[config.mk]
export PLATFORM = sky130hd
export DESIGN_NAME = detection_proposal_filter_top
export DESIGN_NICKNAME = d
export VERILOG_FILES = /design/src/sv/dpf_pkg.sv /design/src/sv/detection_proposal_filter_top.sv
export VERILOG_INCLUDE_DIRS = /design/src /design/src/sv
export SDC_FILE = /design/constraint.sdc
export NUM_CORES = 2
export LEC_CHECK = 0
export ABC_AREA = 0
export BUFFER_PORTS_ARGS = -buffer_cell sky130_fd_sc_hd__buf_4
export CORE_AREA = 2 2 418 420
export CTS_BUF_LIST = sky130_fd_sc_hd__clkbuf_16
export DETAILED_ROUTE_END_ITERATION = 8
export DIE_AREA = 0 0 420 422
export PLACE_DENSITY_LB_ADDON = 0.15
export SLEW_MARGIN = 20
export SYNTH_ARGS = -nofsm -noshare
export SYNTH_HDL_FRONTEND = slang
export SYNTH_SLANG_ARGS = --single-unit
[constraint.sdc]
create_clock -name clock -period 33.4 [get_ports clock]
set_input_delay 6.68 -clock clock [delete_from_list [all_inputs] [get_ports clock]]
set_output_delay 6.68 -clock clock [all_outputs]
set_load 0.05 [all_outputs]
[src/sv/assert_macros.svh]
// Assertion macros for the RTL; used by detection_proposal_filter_top.
// No dependencies; included inside module bodies.
`ifndef ASSERT_MACROS_SVH
`define ASSERT_MACROS_SVH

// Check a property on every rising edge outside reset.
`define CHECK_ALWAYS(label, clk, rst, prop) \
   label: assert property (@(posedge clk) disable iff (rst) (prop)) \
      else $error("%m: check failed");

// Check that a condition implies another one in the following cycle.
`define CHECK_NEXT(label, clk, rst, cond, next) \
   label: assert property (@(posedge clk) disable iff (rst) (cond) |=> (next)) \
      else $error("%m: check failed");

`endif

[src/sv/dpf_pkg.sv]
// Types and constants for the detection proposal filter.
// No dependencies; imported by detection_proposal_filter_top.
`default_nettype none

package dpf_pkg;

   localparam int POS_BITS   = 9;
   localparam int THR_BITS   = 17;
   localparam int ATTR_BITS  = 32;
   localparam int CLASS_BITS = 8;
   localparam int BOX_BITS   = 16;
   localparam int SCORE_BITS = 32;
   localparam int CSR_INDEX_BITS = 2;
   localparam int CSR_DATA_BITS  = 17;

   // register indexes
   localparam logic [CSR_INDEX_BITS-1:0] CSR_SCORE_THRESHOLD    = 2'd0;
   localparam logic [CSR_INDEX_BITS-1:0] CSR_ATTRIBUTES_PER_ROW = 2'd1;

   localparam logic [THR_BITS-1:0] THR_RESET = 17'd16384;
   localparam logic [POS_BITS-1:0] LEN_RESET = 9'd85;
   localparam logic [POS_BITS-1:0] LEN_MIN   = 9'd6;

   // attribute positions within a row
   localparam logic [POS_BITS-1:0] POS_CENTER_X   = 9'd0;
   localparam logic [POS_BITS-1:0] POS_CENTER_Y   = 9'd1;
   localparam logic [POS_BITS-1:0] POS_WIDTH      = 9'd2;
   localparam logic [POS_BITS-1:0] POS_HEIGHT     = 9'd3;
   localparam logic [POS_BITS-1:0] POS_OBJECTNESS = 9'd4;
   localparam logic [POS_BITS-1:0] POS_FIRST_CLASS = 9'd5;

   typedef logic signed [ATTR_BITS-1:0] attr_type;

   // row captured on its last attribute
   typedef struct packed {
      attr_type               center_x;
      attr_type               center_y;
      attr_type               raw_width;
      attr_type               raw_height;
      attr_type               objectness;
      attr_type               best_score;
      logic [CLASS_BITS-1:0]  best_class;
   } row_type;

   // decoded box waiting for the score test
   typedef struct packed {
      logic signed [BOX_BITS-1:0]    box_left;
      logic signed [BOX_BITS-1:0]    box_top;
      logic signed [BOX_BITS-1:0]    box_width;
      logic signed [BOX_BITS-1:0]    box_height;
      logic signed [2*ATTR_BITS-1:0] product;
      logic                          obj_pass;
      logic [CLASS_BITS-1:0]         best_class;
   } box_type;

   function automatic logic signed [BOX_BITS-1:0] sat_box(input logic signed [BOX_BITS:0] v);
      logic signed [BOX_BITS-1:0] r;
      if (v[BOX_BITS] != v[BOX_BITS-1]) begin
         r = v[BOX_BITS] ? {1'b1, {(BOX_BITS-1){1'b0}}} : {1'b0, {(BOX_BITS-1){1'b1}}};
      end else begin
         r = v[BOX_BITS-1:0];
      end
      return r;
   endfunction

endpackage

`default_nettype wire

[src/sv/detection_proposal_filter_top.sv]
// Streaming decode and score filter for detector proposals.
// Depends on dpf_pkg and assert_macros.svh.
`default_nettype none

// One attribute is taken per cycle while req_stall is low, with no gaps between
// rows. The row state updates on each transfer; on a row's last attribute the
// row is captured in s2, then s3 registers the box and the 32x32 objectness-
// by-class product, and the threshold test loads the rsp_ result register that
// holds a passing row's box. Rows that fail the tests give no result. req_stall
// rises only when a captured row cannot move on because earlier results are
// held on a stalled rsp_ channel.
module detection_proposal_filter_top #(
   parameter int MAX_CLASSES = 256,
   parameter int VALUE_BITS  = 32
) (
   input  wire logic                                clock,
   input  wire logic                                reset,
   input  wire logic                                req_valid,
   output logic                                     req_stall,
   input  wire logic signed [VALUE_BITS-1:0]        req_attr_value,
   output logic                                     rsp_valid,
   input  wire logic                                rsp_stall,
   output logic signed [dpf_pkg::BOX_BITS-1:0]      rsp_box_left,
   output logic signed [dpf_pkg::BOX_BITS-1:0]      rsp_box_top,
   output logic signed [dpf_pkg::BOX_BITS-1:0]      rsp_box_width,
   output logic signed [dpf_pkg::BOX_BITS-1:0]      rsp_box_height,
   output logic [dpf_pkg::SCORE_BITS-1:0]           rsp_det_score,
   output logic [dpf_pkg::CLASS_BITS-1:0]           rsp_class_index,
   input  wire logic                                csr_write_en,
   input  wire logic [dpf_pkg::CSR_INDEX_BITS-1:0]  csr_index,
   input  wire logic [dpf_pkg::CSR_DATA_BITS-1:0]   csr_wdata
);
   import dpf_pkg::*;

   localparam int LEN_MAX  = 5 + MAX_CLASSES;
   localparam int EXT_BITS = (VALUE_BITS > ATTR_BITS) ? VALUE_BITS : ATTR_BITS + 1;
   localparam logic signed [EXT_BITS-1:0] ATTR_MAX =
      EXT_BITS'({1'b0, {(ATTR_BITS-1){1'b1}}});
   localparam logic signed [EXT_BITS-1:0] ATTR_MIN =
      -EXT_BITS'({1'b1, {(ATTR_BITS-1){1'b0}}});

   // configuration
   logic [THR_BITS-1:0] thr_ff;
   logic [POS_BITS-1:0] len_ff;

   always_ff @(posedge clock) begin
      if (reset) begin
         thr_ff <= THR_RESET;
         len_ff <= LEN_RESET;
      end else if (csr_write_en) begin
         case (csr_index)
            CSR_SCORE_THRESHOLD:    thr_ff <= csr_wdata[THR_BITS-1:0];
            CSR_ATTRIBUTES_PER_ROW: len_ff <= csr_wdata[POS_BITS-1:0];
            default: ;
         endcase
      end
   end

   // row state
   logic [POS_BITS-1:0]   pos_ff, pos_in;
   attr_type              cx_ff, cy_ff, w_ff, h_ff, obj_ff, best_ff;
   attr_type              cx_in, cy_in, w_in, h_in, obj_in, best_in;
   logic [CLASS_BITS-1:0] class_ff, class_in;
   logic [POS_BITS-1:0]   len_eff;
   logic signed [EXT_BITS-1:0] value_ext;
   attr_type              value;
   logic                  row_last;
   logic                  req_take;

   // pipeline
   logic    s2_valid_ff, s3_valid_ff, rsp_valid_ff;
   row_type s2_ff;
   box_type s3_ff, s3_in;
   logic    s2_ready, s3_ready, s3_go, out_ready, score_pass;
   logic signed [2*ATTR_BITS-1:0] thr_wide;
   logic [SCORE_BITS-1:0] score_in;

   assign out_ready = !rsp_valid_ff || !rsp_stall;
   assign thr_wide  = (2*ATTR_BITS)'({thr_ff, 16'b0});
   assign score_pass = s3_ff.obj_pass && (s3_ff.product >= thr_wide);
   assign s3_go     = s3_valid_ff && (!score_pass || out_ready);
   assign s3_ready  = !s3_valid_ff || s3_go;
   assign s2_ready  = !s2_valid_ff || s3_ready;
   assign req_stall = !s2_ready;
   assign req_take  = req_valid && !req_stall;

   always_comb begin
      if (len_ff < LEN_MIN) begin
         len_eff = LEN_MIN;
      end else if (len_ff > POS_BITS'(LEN_MAX)) begin
         len_eff = POS_BITS'(LEN_MAX);
      end else begin
         len_eff = len_ff;
      end
      row_last = ({1'b0, pos_ff} + 10'd1) >= {1'b0, len_eff};
      pos_in   = row_last ? '0 : pos_ff + 9'd1;

      value_ext = EXT_BITS'(req_attr_value);
      if (value_ext > ATTR_MAX) begin
         value = {1'b0, {(ATTR_BITS-1){1'b1}}};
      end else if (value_ext < ATTR_MIN) begin
         value = {1'b1, {(ATTR_BITS-1){1'b0}}};
      end else begin
         value = value_ext[ATTR_BITS-1:0];
      end

      cx_in    = cx_ff;
      cy_in    = cy_ff;
      w_in     = w_ff;
      h_in     = h_ff;
      obj_in   = obj_ff;
      best_in  = best_ff;
      class_in = class_ff;
      case (pos_ff)
         POS_CENTER_X:    cx_in  = value;
         POS_CENTER_Y:    cy_in  = value;
         POS_WIDTH:       w_in   = value;
         POS_HEIGHT:      h_in   = value;
         POS_OBJECTNESS:  obj_in = value;
         POS_FIRST_CLASS: begin
            best_in  = value;
            class_in = '0;
         end
         default: begin
            // keep the first maximum: replace only on strictly greater
            if (value > best_ff) begin
               best_in  = value;
               class_in = CLASS_BITS'(pos_ff - POS_FIRST_CLASS);
            end
         end
      endcase
   end

   always_ff @(posedge clock) begin
      if (reset) begin
         pos_ff <= '0;
      end else if (req_take) begin
         pos_ff <= pos_in;
      end
   end

   always_ff @(posedge clock) begin
      if (req_take) begin
         cx_ff    <= cx_in;
         cy_ff    <= cy_in;
         w_ff     <= w_in;
         h_ff     <= h_in;
         obj_ff   <= obj_in;
         best_ff  <= best_in;
         class_ff <= class_in;
      end
   end

   // capture the finished row
   always_ff @(posedge clock) begin
      if (reset) begin
         s2_valid_ff <= 1'b0;
      end else if (s2_ready) begin
         s2_valid_ff <= req_take && row_last;
      end
   end

   always_ff @(posedge clock) begin
      if (req_take && row_last) begin
         s2_ff <= '{center_x: cx_in, center_y: cy_in, raw_width: w_in,
                    raw_height: h_in, objectness: obj_in, best_score: best_in,
                    best_class: class_in};
      end
   end

   // box decode and product
   logic signed [ATTR_BITS+1:0] dx, dy, dx_adj, dy_adj;
   attr_type                    w_adj, h_adj;

   always_comb begin
      dx = (ATTR_BITS+2)'(s2_ff.center_x) * 2 - (ATTR_BITS+2)'(s2_ff.raw_width);
      dy = (ATTR_BITS+2)'(s2_ff.center_y) * 2 - (ATTR_BITS+2)'(s2_ff.raw_height);
      // bias negatives so the shift truncates toward zero
      dx_adj = dx + (dx[ATTR_BITS+1] ? (ATTR_BITS+2)'(131071) : '0);
      dy_adj = dy + (dy[ATTR_BITS+1] ? (ATTR_BITS+2)'(131071) : '0);
      w_adj  = s2_ff.raw_width  + (s2_ff.raw_width[ATTR_BITS-1]  ? 32'sd65535 : '0);
      h_adj  = s2_ff.raw_height + (s2_ff.raw_height[ATTR_BITS-1] ? 32'sd65535 : '0);

      s3_in.box_left   = sat_box(dx_adj[ATTR_BITS+1:17]);
      s3_in.box_top    = sat_box(dy_adj[ATTR_BITS+1:17]);
      s3_in.box_width  = w_adj[ATTR_BITS-1:16];
      s3_in.box_height = h_adj[ATTR_BITS-1:16];
      s3_in.product    = (2*ATTR_BITS)'(s2_ff.objectness) *
                         (2*ATTR_BITS)'(s2_ff.best_score);
      s3_in.obj_pass   = (ATTR_BITS+1)'(s2_ff.objectness) >=
                         signed'((ATTR_BITS+1)'(thr_ff));
      s3_in.best_class = s2_ff.best_class;
   end

   always_ff @(posedge clock) begin
      if (reset) begin
         s3_valid_ff <= 1'b0;
      end else if (s3_ready) begin
         s3_valid_ff <= s2_valid_ff;
      end
   end

   always_ff @(posedge clock) begin
      if (s3_ready && s2_valid_ff) begin
         s3_ff <= s3_in;
      end
   end

   // threshold and result register
   always_comb begin
      if (s3_ff.product[2*ATTR_BITS-1]) begin
         score_in = '0;
      end else if (|s3_ff.product[2*ATTR_BITS-2:SCORE_BITS+16]) begin
         score_in = '1;
      end else begin
         score_in = s3_ff.product[SCORE_BITS+15:16];
      end
   end

   always_ff @(posedge clock) begin
      if (reset) begin
         rsp_valid_ff <= 1'b0;
      end else if (out_ready) begin
         rsp_valid_ff <= s3_valid_ff && score_pass;
      end
   end

   always_ff @(posedge clock) begin
      if (out_ready && s3_valid_ff && score_pass) begin
         rsp_box_left    <= s3_ff.box_left;
         rsp_box_top     <= s3_ff.box_top;
         rsp_box_width   <= s3_ff.box_width;
         rsp_box_height  <= s3_ff.box_height;
         rsp_det_score   <= score_in;
         rsp_class_index <= s3_ff.best_class;
      end
   end

   assign rsp_valid = rsp_valid_ff;

`include "assert_macros.svh"

   `CHECK_ALWAYS(a_pos_in_row, clock, reset, pos_ff < POS_BITS'(LEN_MAX))
   `CHECK_ALWAYS(a_stall_needs_row, clock, reset, !req_stall || (s2_valid_ff && s3_valid_ff))
   `CHECK_NEXT(a_result_from_s3, clock, reset, !s3_valid_ff && !rsp_valid_ff, !rsp_valid_ff)
   `CHECK_NEXT(a_last_captured, clock, reset, req_take && row_last, s2_valid_ff)

endmodule

`default_nettype wire

==> impl_metrics.toml <==
[setup_path]
critical_path_buf_inv_count = 2
critPathRequiredTime_ns = 26.72
crit_path_cell_trace = "buf_4 -> nand3_1 -> nor2_1 -> buf_4"
critical_path.endpoint_type = "output port"
worst_setup_path_start_kind = "primary input"
crit_path_max_incr_delay_ns = 0.22
timing.critical_path.mode_cell = "sky130_fd_sc_hd__buf_4"
crit_arrival_ns = 7.27
critical-path-slowest-cell = "sky130_fd_sc_hd__buf_4"
worst_path_dominant_cell_family = "buffers and inverters"
path_max_fanout = 3
setup.worst_path.class = "in2out"

[routing]
remaining_drc_errors = 0
detail_route.wirelength_um = 189000
vias = 45400
drtIter0Drc = 2891
detail-route-antenna-nets = 0
routed_via_density = 5.18
drt_pass1_iterations = 6
routedWlPerCell_um = 21.6

[logic_synthesis]
synth_top_family_by_area = "adder cells"
synthSimpleGateAreaFrac = 0.128
synth-seq-area-share = 0.291
post_synthesis_sequential_element_count = 679
synth_xor_xnor_area_share = 0.0242
synthesis.area_um2 = 68800
post_synth_edffs = 641
syn_inst = 6343
yosys_warnings = 0
postSynthNetCount = 7873
mux_contribution_to_synthesized_area = 0.0276
post_synth_num_cell_types = 106
synth-compound-area-share = 0.0651
syn_area_per_cell_um2 = 10.8
post_synth_fa_ha_maj_area_fraction = 0.387
dominantRegCellSynth = "sky130_fd_sc_hd__edfxtp_1"
synth_async_sr_flop_share = 0

[grt]
groute.usage.overall = 0.219
grt_pass1_vias = 48700
grt_first_pass_wirelength_um = 295000
grt_max_degree = 75
antenna_found_initial = 12
global_route.overflow_total = 0

[timing]
worstMarginPinSlew_ns = 1.07
setup_repair_after_global_routing_missed_its_margin = "no"
final-setup-viol-count = 0
worst_slack_ns = 19.45
slew_violations = 0
period_minus_slack_ns = 13.95
maxClockFrequency_mhz = 71.7
final.setup.tns_ns = 0
timing.clock.skew_ns = 0.0421
final_min_period_over_clock_period = 0.418
hold_violations = 0
slew_headroom = 0.280

[hold_path]
hold_class = "reg2reg"

[die]
die_width_um = 420
floorplan.die.height_um = 422
core-area_um2 = 173000
die-area_um2 = 177000
placement_rows = 153
io_pins = 162
initial_utilization = 0.398

[power_and_ir_drop]
ir_worst_vdd_mv = 0.0349
cellLeakagePower_nw = 33.1
totalPowerFinal_w = 0.00236
clock_power_share = 0.370
sw_frac_of_total = 0.288
switching_power_w = 0.000680
comb_power_share = 0.208
internal-power_w = 0.00168
power_density_nw_per_um2 = 31.4
share_seq_of_total_power = 0.421

[layout]
area.sequential_um2 = 20000
fin_util = 0.435
layout_common_cells = "sky130_fd_sc_hd__inv_1, sky130_fd_sc_hd__fa_1, sky130_fd_sc_hd__nand2_1"
num-fill-cells = 16500
post_route_cells_drive_above_1_share = 0.0925
flow.area_growth_from_synthesis_pct = 9.19
final_common_cell = "sky130_fd_sc_hd__inv_1"
layout.nets = 7899
multiInputGateArea_um2 = 43500

[clocking]
cts_tree = "yes"
postCtsSetupRepairBufs = 0
htree_num_levels = 3
numCtsBuffers = 79
cts.root.buffer_cell = "sky130_fd_sc_hd__clkbuf_16"
holdBufCountCts = 0
clkSlewWorstSetupHoldPaths_ns = 0.06
cts_repair_resize_count = 0
cts_buffer_depth = 3
insertion_delay_ns = 0.70
cts.sinks = 679

[job]
max_cap_violations = 0

[placed_design]
place.detailed.hpwl_um = 137000
pre_cts_slack_ns = 19.45
io_buffers = 161
gp_congestion = 0.846

[outcome]
outcome = "finished, final reports clean"
==> kinds of logic after synthesis <==
group / Yosys count
AO/OA/AOI/OAI: 657
XOR/XNOR: 189
adder cells (fa/ha/maj): 1476
buffers and inverters: 1414
flip-flops: 679
multiplexers: 169
AND/OR/NAND/NOR: 1759
==> layout make-up <==
| cell class | instances | area share |
|---|---|---|
| clock buffer | 79 | 0.0263 |
| sequential | 679 | 0.266 |
| timing repair buffer | 257 | 0.0258 |
| inverter | 1102 | 0.0552 |
| antenna | 1 | 0.0000333 |
| clock inverter | 64 | 0.00804 |
| tap | 2325 | 0.0387 |
| multi-input combinational | 4250 | 0.580 |
==> sequential cells by signal, summed over array words and instances, names as in the netlist, 8 cells and up <==
signal / cells
best_ff: 32
class_ff: 8
cx_ff: 32
cy_ff: 32
h_ff: 32
len_ff: 9
obj_ff: 32
pos_ff: 9
rsp_box_height: 16
rsp_box_left: 16
rsp_box_top: 16
rsp_box_width: 16
rsp_class_index: 8
rsp_det_score: 32
s2_ff: 200
s3_ff: 137
thr_ff: 17
w_ff: 32
==> final timing paths <==
check / start / to / slack [ns] / depth (start not counted)
max: rsp_stall / req_stall / 19.45 / 4
min: s3_ff[97] / rsp_box_width[8] / 0.42 / 0
max reg2reg: s2_ff[71] / s3_ff[71] / 24.18 / 25
min reg2reg: s3_ff[97] / rsp_box_width[8] / 0.42 / 0
==> synthesized netlist by cell type, drive strengths merged (32+ instances only) <==
library cell / count / area [um2]
and3: 32 / 200
mux2: 158 / 1780
a21oi: 175 / 887
and2: 532 / 3330
o21a: 36 / 270
nor3: 46 / 252
o21ai: 102 / 518
fa: 1084 / 21700
dfxtp: 38 / 761
o2bb2ai: 40 / 350
xor2: 55 / 482
edfxtp: 641 / 19200
inv: 1101 / 4130
nand3: 76 / 380
clkbuf: 301 / 1130
ha: 390 / 4880
nor2: 209 / 785
nand4: 54 / 359
a21o: 117 / 878
nand2: 665 / 2500
xnor2: 134 / 1180
==> worst reg2reg max path, stage by stage (launching register included) <==
cell and delay, ns:
sky130_fd_sc_hd__edfxtp_1 0.32, sky130_fd_sc_hd__buf_4 0.46, sky130_fd_sc_hd__nand2_1 0.27, sky130_fd_sc_hd__inv_1 0.13
sky130_fd_sc_hd__fa_1 0.40, sky130_fd_sc_hd__inv_1 0.28, sky130_fd_sc_hd__fa_1 0.47, sky130_fd_sc_hd__inv_1 0.23
sky130_fd_sc_hd__fa_1 0.50, sky130_fd_sc_hd__fa_1 0.98, sky130_fd_sc_hd__inv_1 0.45, sky130_fd_sc_hd__fa_1 0.60
sky130_fd_sc_hd__inv_1 0.05, sky130_fd_sc_hd__fa_1 0.54, sky130_fd_sc_hd__inv_1 0.05, sky130_fd_sc_hd__fa_1 0.48
sky130_fd_sc_hd__inv_1 0.05, sky130_fd_sc_hd__fa_1 0.45, sky130_fd_sc_hd__ha_1 0.33, sky130_fd_sc_hd__and3_1 0.22
sky130_fd_sc_hd__and3_1 0.17, sky130_fd_sc_hd__a21boi_1 0.16, sky130_fd_sc_hd__o41a_1 0.46, sky130_fd_sc_hd__a211o_1 0.35
sky130_fd_sc_hd__a221oi_1 0.37, sky130_fd_sc_hd__xnor2_1 0.17
==> through the flow <==
stage	area [um2]	instances	hold slack, ns
4_1_cts	75100	8755	0.415
2_1_floorplan	68800	6343	0.400
3_5_place_dp	72500	8612	0.405
3_3_place_gp	72500	8612	0.403
5_1_grt	75100	8756	0.420
6_report	75100	8757	0.415
==> power groups by stage <==
stage / combinational (W) / sequential (W) / clock, W
6_report: 0.000491 / 0.000993 / 0.000873
2_1_floorplan: 0.000351 / 0.00101 / 0
3_3_place_gp: 0.000484 / 0.00101 / 0
5_1_grt: 0.000551 / 0.000995 / 0.000929
4_1_cts: 0.000494 / 0.000993 / 0.000899
3_5_place_dp: 0.000491 / 0.00101 / 0
==> layer usage <==
metal,share of wire,global-route usage
met4,0.031,0.0656
met3,0.052,0.0295
met1,0.44,0.302
met5,0.000069,0
met2,0.48,0.360
(Power assumes the default switching activity.)
